### config.mk
export PLATFORM = sky130hd
export DESIGN_NAME = utr_ctrl
export DESIGN_NICKNAME = d
export VERILOG_FILES = /design/src/rtl/core/utr_pkg.sv /design/src/rtl/core/utr_ctrl.sv
export SDC_FILE = /design/constraint.sdc
export NUM_CORES = 1
export LEC_CHECK = 0
export BUFFER_PORTS_ARGS = -buffer_cell sky130_fd_sc_hd__clkbuf_2
export CORE_ASPECT_RATIO = 1.4
export CORE_MARGIN = 3
export CORE_UTILIZATION = 45
export DETAILED_ROUTE_END_ITERATION = 16
export PLACE_DENSITY_LB_ADDON = 0.08
export SYNTH_ARGS = -nofsm -noshare
export SYNTH_HDL_FRONTEND = slang
export SYNTH_SLANG_ARGS = --single-unit
### constraint.sdc
create_clock -name clk -period 2.4 [get_ports clk]
set_input_delay 0.72 -clock clk [delete_from_list [all_inputs] [get_ports clk]]
set_output_delay 0.72 -clock clk [all_outputs]
set_load 0.05 [all_outputs]
### src/rtl/core/utr_pkg.sv
// Shared types, constants and helpers for the unacked packet tracker.
package utr_pkg;

	localparam int MAX_RES = 64;
	localparam int RES_AW  = 6;
	localparam int RES_CW  = 7;

	typedef enum logic [2:0] {
		FN_ADD       = 3'd0,
		FN_ACK       = 3'd1,
		FN_LOSS      = 3'd2,
		FN_REMOVE    = 3'd3,
		FN_PICK_TO   = 3'd4,
		FN_PICK_LOST = 3'd5,
		FN_QUERY     = 3'd6
	} func_t;

	typedef enum logic [3:0] {
		OP_NONE,
		OP_CLEAR,
		OP_CAPTURE,
		OP_FETCH,
		OP_ADD,
		OP_RD_ENT,
		OP_UNMAP_RD,
		OP_ACK_RED,
		OP_RED,
		OP_WALK_RD,
		OP_WALK_FREE,
		OP_LUP_RD,
		OP_PT_TAKE,
		OP_PL_TAKE,
		OP_RED_INC,
		OP_LUP_INC
	} dp_op_t;

	typedef enum logic [4:0] {
		ST_CLEAR,
		ST_IDLE,
		ST_FETCH,
		ST_DECODE,
		ST_RED,
		ST_QRY,
		ST_WALK_RD,
		ST_WALK,
		ST_PT_CHK,
		ST_PT_M,
		ST_PT_E,
		ST_PL_CHK,
		ST_PL_M,
		ST_PL_RED,
		ST_FIN,
		ST_OUT_RD,
		ST_OUT,
		ST_EMIT
	} state_t;

	typedef struct packed {
		dp_op_t op;
		logic   query;
		logic   out_rd;
		logic   out_next;
		logic   pick_out;
	} cmd_t;

	typedef struct packed {
		func_t func;
		logic  clr_done;
		logic  map_valid;
		logic  ent_valid;
		logic  ent_acked;
		logic  expired;
		logic  at_lus;
		logic  res_full;
		logic  res_none;
		logic  out_last;
		logic  lup_ahead;
		logic  lup_behind;
	} status_t;

	// serial comparison mod 2^16: a is newer than b
	function automatic logic newer(input logic [15:0] a, input logic [15:0] b);
		logic [15:0] d;
		d = a - b;
		return (d != 16'd0) && !d[15];
	endfunction

endpackage

### src/rtl/core/utr_ctrl.sv
// Sequencing state machine of the unacked packet tracker.
module utr_ctrl
	import utr_pkg::*;
(
	input  logic    clk,
	input  logic    arst_n,
	input  logic    start,
	input  status_t status,
	output cmd_t    cmd,
	output logic    busy,
	output logic    strobe
);

	state_t state_q, state_nx;

	always_ff @(posedge clk or negedge arst_n) begin
		if (!arst_n) begin
			state_q <= ST_CLEAR;
		end else begin
			state_q <= state_nx;
		end
	end

	always_comb begin
		state_nx = state_q;
		case (state_q)
			ST_CLEAR: begin
				if (status.clr_done) state_nx = ST_IDLE;
			end
			ST_IDLE: begin
				if (start) state_nx = ST_FETCH;
			end
			ST_FETCH: state_nx = ST_DECODE;
			ST_DECODE: begin
				case (status.func)
					FN_ADD: state_nx = ST_EMIT;
					FN_ACK, FN_LOSS, FN_REMOVE:
						state_nx = status.map_valid ? ST_RED : ST_EMIT;
					FN_QUERY: state_nx = status.map_valid ? ST_QRY : ST_EMIT;
					FN_PICK_TO: state_nx = ST_PT_CHK;
					FN_PICK_LOST: state_nx = status.lup_ahead ? ST_EMIT : ST_PL_CHK;
					default: state_nx = ST_EMIT;
				endcase
			end
			ST_RED: begin
				if (status.func == FN_ACK && status.at_lus) state_nx = ST_WALK_RD;
				else state_nx = ST_EMIT;
			end
			ST_QRY: state_nx = ST_EMIT;
			ST_WALK_RD: state_nx = ST_WALK;
			ST_WALK: begin
				if (status.ent_valid && status.ent_acked) state_nx = ST_WALK_RD;
				else state_nx = ST_EMIT;
			end
			ST_PT_CHK: state_nx = status.res_full ? ST_FIN : ST_PT_M;
			ST_PT_M: state_nx = status.map_valid ? ST_PT_E : ST_FIN;
			ST_PT_E: begin
				if (status.ent_acked || !status.expired) state_nx = ST_FIN;
				else state_nx = ST_PT_CHK;
			end
			ST_PL_CHK: begin
				if (status.res_full || !status.lup_behind) state_nx = ST_FIN;
				else state_nx = ST_PL_M;
			end
			ST_PL_M: state_nx = status.map_valid ? ST_PL_RED : ST_PL_CHK;
			ST_PL_RED: state_nx = ST_PL_CHK;
			ST_FIN: state_nx = status.res_none ? ST_EMIT : ST_OUT_RD;
			ST_OUT_RD: state_nx = ST_OUT;
			ST_OUT: state_nx = status.out_last ? ST_IDLE : ST_OUT_RD;
			ST_EMIT: state_nx = ST_IDLE;
			default: state_nx = ST_IDLE;
		endcase
	end

	always_comb begin
		cmd      = '{op: OP_NONE, query: 1'b0, out_rd: 1'b0, out_next: 1'b0,
			pick_out: 1'b0};
		busy     = (state_q != ST_IDLE);
		strobe   = 1'b0;
		case (state_q)
			ST_CLEAR: cmd.op = OP_CLEAR;
			ST_IDLE: begin
				if (start) cmd.op = OP_CAPTURE;
			end
			ST_FETCH: cmd.op = OP_FETCH;
			ST_DECODE: begin
				case (status.func)
					FN_ADD: cmd.op = OP_ADD;
					FN_ACK, FN_LOSS, FN_REMOVE: begin
						if (status.map_valid) cmd.op = OP_UNMAP_RD;
					end
					FN_QUERY: begin
						if (status.map_valid) cmd.op = OP_RD_ENT;
						else cmd.query = 1'b1;
					end
					default: cmd.op = OP_NONE;
				endcase
			end
			ST_RED: cmd.op = (status.func == FN_ACK) ? OP_ACK_RED : OP_RED;
			ST_QRY: cmd.query = 1'b1;
			ST_WALK_RD: cmd.op = OP_WALK_RD;
			ST_WALK: begin
				if (status.ent_valid && status.ent_acked) cmd.op = OP_WALK_FREE;
			end
			ST_PT_CHK: begin
				if (!status.res_full) cmd.op = OP_LUP_RD;
			end
			ST_PT_M: begin
				if (status.map_valid) cmd.op = OP_RD_ENT;
			end
			ST_PT_E: begin
				if (!status.ent_acked && status.expired) cmd.op = OP_PT_TAKE;
			end
			ST_PL_CHK: begin
				if (!status.res_full && status.lup_behind) cmd.op = OP_LUP_RD;
			end
			ST_PL_M: cmd.op = status.map_valid ? OP_PL_TAKE : OP_LUP_INC;
			ST_PL_RED: cmd.op = OP_RED_INC;
			ST_OUT_RD: cmd.out_rd = 1'b1;
			ST_OUT: begin
				cmd.out_next = 1'b1;
				cmd.pick_out = 1'b1;
				strobe       = 1'b1;
			end
			ST_EMIT: strobe = 1'b1;
			default: cmd.op = OP_NONE;
		endcase
	end

endmodule

* Word level (Yosys, flattened, before mapping)
Index checks and enable logic that the tools add are counted.
Operators by class: div/mod/pow operators 0, reductions and logical operators 15, bitwise logic cells 0, muxes and demuxes 33, order comparisons 0, add/sub/neg operators 0, eq/ne operators 26, $mul 0, shifts and indexed selects 0
Operators by type and width (number):
- $pmux 5 s17 | 1
- $pmux 4 s13 | 1
- $eq 5x4->1 const B | 8
- $mux 5 | 8
- $mux 4 | 6
- $eq 5x3->1 const B | 4
- $pmux 5 s4 | 1
- $mux 3 | 6
- $eq 5x2->1 const B | 2
- $eq 5x5->1 const B | 2
- $eq 3x3->1 const B | 3
- $pmux 3 s3 | 1
- $mux 2 | 4
- $eq 3x2->1 const B | 2
- $eq 5x1->1 const B | 1
- $logic_not 5->1 | 1
- $ne 5x1->1 const B | 1
- $logic_and 1x1->1 | 4
- $logic_not 1->1 | 4
- $mux 1 | 4
- $ne 2x2->1 const B | 2
- $eq 3x1->1 const B | 1
- $logic_not 3->1 | 1
- $reduce_or 3->1 | 1
- 4 further kinds | 5
Storage, ports and cells: register bits 5, logic and storage cells 75, RAM bits 0, memory bits (read-only) 0, memories 0, bits in latches 0, output and inout bits 10, bits of input ports 17

* Depth between registers and ports, before layout
Gate-level depths: netlist (run 1).
depth after elaboration 4, gate-level depth with buffers 6, mapped depth without buffers 4

* Least setup slack after synthesis (run 1)
No wires, ideal clock.
kind input -> output, start input status[11] (netlist bit), end output cmd[3] (netlist bit), arrival 2.199 ns, stages on the path 4, path buffers 1, required time 1.680 ns, setup slack -0.519 ns, cell sequence buf_2 > nand3b_1 > or4_4 > a2111oi_4
RTL lines:
- from (decl) | RTL line utr_ctrl.sv:8 | input status_t status,
- to (decl) | RTL line utr_ctrl.sv:9 | output cmd_t cmd,

==> results of run 1 <==
## worst max path at each step
stage,endpoint,slack [ns]
2_1_floorplan,cmd[3],-0.46
3_3_place_gp,cmd[3],-0.25
3_5_place_dp,cmd[3],-0.26
4_1_cts,cmd[3],-0.26
5_1_grt,cmd[3],-0.31
6_report,cmd[3],-0.25
## kinds of logic after synthesis
family          after synthesis
compound gates               39
buf+inv                      17
flops                         5
simple gates                 59
## placed cells by master (no fill, tap or decap), types with 2 or more instances in the layout
cell type  instances
a2111oi_0          2
a211oi_1           2
a21o_1             4
a21oi_1            3
a31oi_1            2
buf_12             3
buf_4             27
buf_6              5
clkbuf_2          16
clkbuf_4           3
dfrtp_1            3
dfrtp_2            2
inv_1              4
nand2_1            6
nand2b_1           9
nand3_1            5
nand3b_1           5
nor2_1             4
nor3_1             4
nor3_2             3
nor3b_1            3
o211ai_1           2
o21ai_0            3
o21bai_1           2
o221ai_1           2
o22a_1             2
o22ai_1            2
o22ai_2            2
or3_4              2
## power groups by stage
stage	Combinational [mW]	Clock (mW)	Sequential [mW]
2_1_floorplan	0.723	0	0.132
3_3_place_gp	1.09	0	0.154
3_5_place_dp	1.10	0	0.155
5_1_grt	1.35	0.108	0.162
6_report	1.27	0.0977	0.160
4_1_cts	1.17	0.100	0.156
## timing repair
item,in CTS,in global routing
setup endpoints to repair,7,7
resized for setup,16,22
setup buffers,1,3
pin swaps,4,6
## stage by stage
stage               instance area [µm²]  instances  setup TNS, ns
CTS                                1320        183         -0.639
floorplan                           918        120         -0.874
detailed placement                 1230        178         -0.781
global route                       1410        186          -1.04
global placement                   1230        178         -0.700
finish                             1410        186         -0.785
## critical path, cell delays in order
cell and delay (ns):
buf_6 0.09, nand3b_1 0.14, or4_4 0.43, a2111oi_4 0.35
buf_12 0.18
## layer usage
layer | part of all wire, % | vias to the layer above | global-route usage (%)
met5 | 0 | - | 0
met4 | 3.6 | 0 | 11.2
met3 | 6.9 | 10 | 2.80
met2 | 49 | 60 | 41.4
met1 | 40 | 546 | 31.5
li1 | - | 554 | -
## final cells by class
class	instances	area (µm²)
tap	20	25.0
sequential	5	128
multi-input combinational	98	761
clock buffer	4	26.3
fill	115	390
inverter	5	18.8
timing repair buffer	54	453
==> run_results.csv, run 1 <==
group,metric,value,unit
run_status,outcome,"finished with violations",
run_status,violations,"negative setup slack",
layout,largest-register,"state_q",
sta,fmax,378,MHz
setup_path,crit_required,1.68,ns
yosys,synth_compound_area_share,34.6,%
drt,drt-wirelength-per-cell,15.9,µm
layout,postLayoutCoreUtil,78.3,%
yosys,synth_ff_type,"dfrtp_1",
power_and_ir_drop,sw_frac_of_total,50.6,%
flow_run,drv_cap,0,
clock_network,clock_sinks,5,
clock_network,cts_buffers,3,
power_and_ir_drop,powerDensity,1080,nW/µm²
clock_network,postCtsHoldBufs,0,
yosys,yosysUniqueCellTypes,46,
layout,drive_gt1_share,49.4,%
grt,grt_max_degree,15,
power_and_ir_drop,p_leak,0.600,nW
setup_path,r2r_start,"state_q[2]$_DFFE_PN0P_",
setup_path,arrival,1.93,ns
sta,slew_violations,0,
power_and_ir_drop,p_switching,0.773,mW
yosys,ys_seq_area_share,14.4,%
clock_network,cts-htree-levels,1,
sta,timing.final.crit_share,110,%
drt,firstDrtPassIters,4,
setup_path,rr_endpoint,"state_q[0]$_DFFE_PN0P_",
sta,hold_viol,0,
yosys,yosys_warnings,0,
setup_path,reg2regPathDepth,7,
yosys,synth.avg_cell_area,7.24,µm²
layout,area_delta_synth_final,62.5,%
yosys,synthCells,120,
power_and_ir_drop,pwr-share-clk,6.4,%
clock_network,path_clk_slew,0.05,ns
layout,largestRegisters,"state_q: 5 flops",
grt,grt_use_total,24.8,%
sta,min_period,2.65,ns
floorplan,rows,18,
drt,wirelength,2.96,mm
grt,grt_first_pass_wirelength,4.95,mm
drt,via_count,1170,
yosys,synth_top_family_by_area,"simple AND/OR/NAND/NOR gates",
clock_network,ctsRootBufferMaster,"clkbuf_4",
grt,grt_pass1_vias,1112,
grt,antenna_found_initial,0,
setup_path,endpoint_kind,"output pin",
floorplan,die_w,43.1,µm
floorplan,die_h,58.0,µm
setup_path,reg2reg_slack,0.64,ns
floorplan,io_pins,27,
power_and_ir_drop,intPower,0.756,mW
yosys,synth_nets,137,
setup_path,cp-start-kind,"input port",
yosys,synth_largest_area_cell,"dfrtp_1",
setup_path,crit_type,"input port to output pin",
yosys,synthTopCellsByArea,"dfrtp_1 14%, nand2b_1 7.2%, buf_2 4.6%, nor3_1 4.6%, nand3b_1 4.3%",
power_and_ir_drop,finalPower,1.53,mW
sta,hold_slack,0.287,ns
power_and_ir_drop,seqPwrFrac,10.5,%
yosys,synth_most_common_cell,"nand2b_1",
clock_network,insertion_delay,0.24,ns
drt,drt_first_iter_violations,48,
sta,worst_slew_pin_slew,0.458,ns
yosys,synth_top_area_share,14.4,%
drt,via_per_inst,6.29,
yosys,muxShareOfSynthArea,0,%
yosys,synthAdderAreaFrac,0,%
yosys,async_flop_share,100,%
clock_network,cts.path.max_buffers,2,
yosys,synth-edff-count,0,
grt,grt_overflow_total,0,
power_and_ir_drop,power_frac_comb,83.1,%
drt,ant_nets,0,
setup_path,worstPathMaxFanout,3,
layout,largest_reg_flops,5,
drt,drc,0,
place,io_buffer_count,26,
power_and_ir_drop,ir_drop,0.582,mV
yosys,synth_area,868,µm²
clock_network,tritoncts,"done",
setup_path,startpoint,"status[11]",
yosys,yosys.area_share.simple,41.2,%
sta,setup_violations,5,
sta,maxSlewHeadroom,68.7,%
place,dp_hpwl,2.27,mm
floorplan,dieArea,2500,µm²
place,routabilityCongestion,0.914,
place,dp_slack,-0.263,ns
yosys,synth_xor_area_share,0,%
yosys,synth_common_cells,"10 x nand2b_1, 8 x buf_2, 8 x nor3_1",
sta,rsz0062_at_grt,"yes",
sta,fin_ws,-0.248,ns
sta,fin_worst_skew,0.00303,ns
layout,diodes,0,
layout,nets,184,
floorplan,core_area,1800,µm²
yosys,ys_ff_latch,5,
floorplan,start_util,48.2,%
worst_hold_path,hold_path.class,"input port to async pin",
No activity file was read; power rests on OpenSTA's default activity.
==> run 2, diff against run 1 <==
CORE_ASPECT_RATIO = default   (was 1.4)
CORE_UTILIZATION = 54   (was 45)
clock period = 3.3 ns   (was 2.4 ns; I/O delays follow)
==> run_results.csv, run 2 (synthesis results as in run 1) <==
group,metric,value,unit
run_status,outcome,"complete, no violations",
setup_path,arrival,2.24,ns
layout,nFillCells,111,
setup_path,reg2reg_slack,1.40,ns
grt,grt_pass1_vias,979,
layout,drive_gt1_share,29.7,%
drt,drc,0,
place,io_buffer_count,26,
clock_network,tritoncts,"done",
layout,largestRegisters,"state_q: 5 flops",
sta,worst_slew_pin_slew,0.545,ns
flow_run,drv_cap,0,
clock_network,cts_buffers,3,
setup_path,endpoint_kind,"output pin",
power_and_ir_drop,p_leak,0.448,nW
sta,timing.final.crit_share,97.7,%
floorplan,core_area,1400,µm²
setup_path,critPathCapture,"cmd[6]",
setup_path,cp_slowest_cell,"or3b_2",
clock_network,cts.path.max_buffers,2,
clock_network,cts_setup_buffers,0,
sta,fmax,310,MHz
sta,maxSlewHeadroom,63.7,%
clock_network,postCtsHoldBufs,0,
grt,antenna_found_initial,0,
clock_network,insertion_delay,0.26,ns
layout,mostFrequentLayoutCells,"23 x clkbuf_2, 10 x nand2b_1, 7 x nand2_1, 7 x nor3_1, 7 x buf_4",
power_and_ir_drop,finalPower,0.875,mW
setup_path,crit_type,"input port to output pin",
sta,slew_violations,0,
drt,firstDrtPassIters,4,
setup_path,worstPathCellList,"clkbuf_2 > or3b_2 > nor3_2 > a41oi_1 > o211ai_1 > clkbuf_16",
clock_network,cts-htree-levels,1,
drt,via_per_inst,6.74,
drt,wirelength,2.65,mm
floorplan,io_pins,27,
sta,setup_violations,0,
layout,layout_commonest_cell,"clkbuf_2",
layout,multi_input_area,663,µm²
clock_network,path_clk_slew,0.05,ns
power_and_ir_drop,powerDensity,807,nW/µm²
grt,grt_first_pass_wirelength,4.36,mm
drt,drt_first_iter_violations,66,
place,routabilityCongestion,0.870,
layout,largest_reg_flops,5,
layout,largest-register,"state_q",
setup_path,reg2regPathDepth,5,
setup_path,r2r_start,"state_q[1]$_DFFE_PN0P_",
sta,hold_slack,0.538,ns
setup_path,crit_required,2.31,ns
drt,ant_nets,0,
setup_path,slowest_delay,0.51,ns
layout,nets,163,
floorplan,die_w,46.1,µm
worst_hold_path,hold_path.class,"input port to async pin",
setup_path,startpoint,"status[12]",
layout,register_area,125,µm²
grt,grt_use_total,28.3,%
layout,area_delta_synth_final,24.9,%
setup_path,cp-start-kind,"input port",
sta,hold_viol,0,
clock_network,clock_sinks,5,
drt,drt-wirelength-per-cell,16.5,µm
setup_path,worstPathMaxFanout,3,
floorplan,start_util,62.1,%
floorplan,die_h,46.1,µm
clock_network,ctsRootBufferMaster,"clkbuf_4",
setup_path,rr_endpoint,"state_q[0]$_DFFE_PN0P_",
sta,min_period,3.23,ns
drt,via_count,1079,
grt,grt_max_degree,21,
floorplan,rows,13,
floorplan,dieArea,2130,µm²
power_and_ir_drop,ir_drop,0.594,mV
layout,diodes,0,
grt,grt_overflow_total,0,
sta,fin_worst_skew,0.00789,ns
place,dp_hpwl,1.97,mm
sta,rsz0062_at_grt,"no",
## run 2: cell types whose count changed in the layout (fill, tap and decap cells not counted), moves of 2 or more
cell / previous run / this run
clkbuf_2: 16 / 23
o21ai_0: 3 / 5
o22ai_2: 2 / 0
dfrtp_1: 3 / 5
or3_1: 0 / 2
or3_4: 2 / 0
o22ai_1: 2 / 4
nor3_2: 3 / 1
buf_4: 27 / 7
dfrtp_2: 2 / 0
nor3_1: 4 / 7
buf_6: 5 / 0
## run 2: repair_timing
action	CTS	global route
endpoints found under the setup margin	0	2
hold endpoints to repair	0	0
resized for setup	0	3
## run 2: cell type report
cell class / count / area share, %
Sequential cell: 5 / 11.5
Timing Repair Buffer: 33 / 21.5
Inverter: 5 / 1.73
Tap cell: 15 / 1.73
Multi-Input combinational cell: 98 / 61.1
Clock buffer: 4 / 2.42
## run 2: how the worst min path moves through the flow
| stage | from | to | slack [ns] | cells after the start |
|---|---|---|---|---|
| final | arst_n | state_q[4]$_DFFE_PN0P_ | 0.54 | 1 |
| after floorplan | state_q[2]$_DFFE_PN0P_ | state_q[1]$_DFFE_PN0P_ | 0.62 | 3 |
| after global routing | arst_n | state_q[4]$_DFFE_PN0P_ | 0.54 | 1 |
| after CTS | arst_n | state_q[4]$_DFFE_PN0P_ | 0.54 | 1 |
| after detailed placement | arst_n | state_q[4]$_DFFE_PN0P_ | 0.81 | 1 |
| after global placement | arst_n | state_q[4]$_DFFE_PN0P_ | 0.80 | 1 |
## run 2: critical path: cells and delay by family
family	cells	cell delay, ns
and+or+nand+nor	2	0.64
buffers and inverters	2	0.32
AOI/OAI and AO/OA	2	0.28
## run 2: per-stage QoR
step	cell area, µm²	worst slack (ns)	TNS (ns)	util [%]	instances
final	1080	0.0744	0	77.5	160
after global routing	1080	0.0151	0	77.5	160
after CTS	1070	0.0508	0	76.8	160
after detailed placement	1050	0.0506	0	75.0	156
after global placement	1050	0.0971	0	75.0	156
after floorplan	868	-0.105	-0.144	-	120
## run 2: report_power, final
group / internal [mW] / leakage (nW) / switching [mW] / total [mW]
combinational: 0.248 / 0.369 / 0.383 / 0.631
sequential: 0.0822 / 0.0646 / 0.0880 / 0.170
clock: 0.0459 / 0.0150 / 0.0279 / 0.0738
## run 2: metal layers
layer  track usage (%)  vias to the layer above  part of all wire (%)
met1              37.0                      479                    40
li1                  -                      509                     -
met4              9.66                        0                   1.3
met3              8.20                        6                    11
met2              44.0                       85                    47
met5                 0                        -                     0
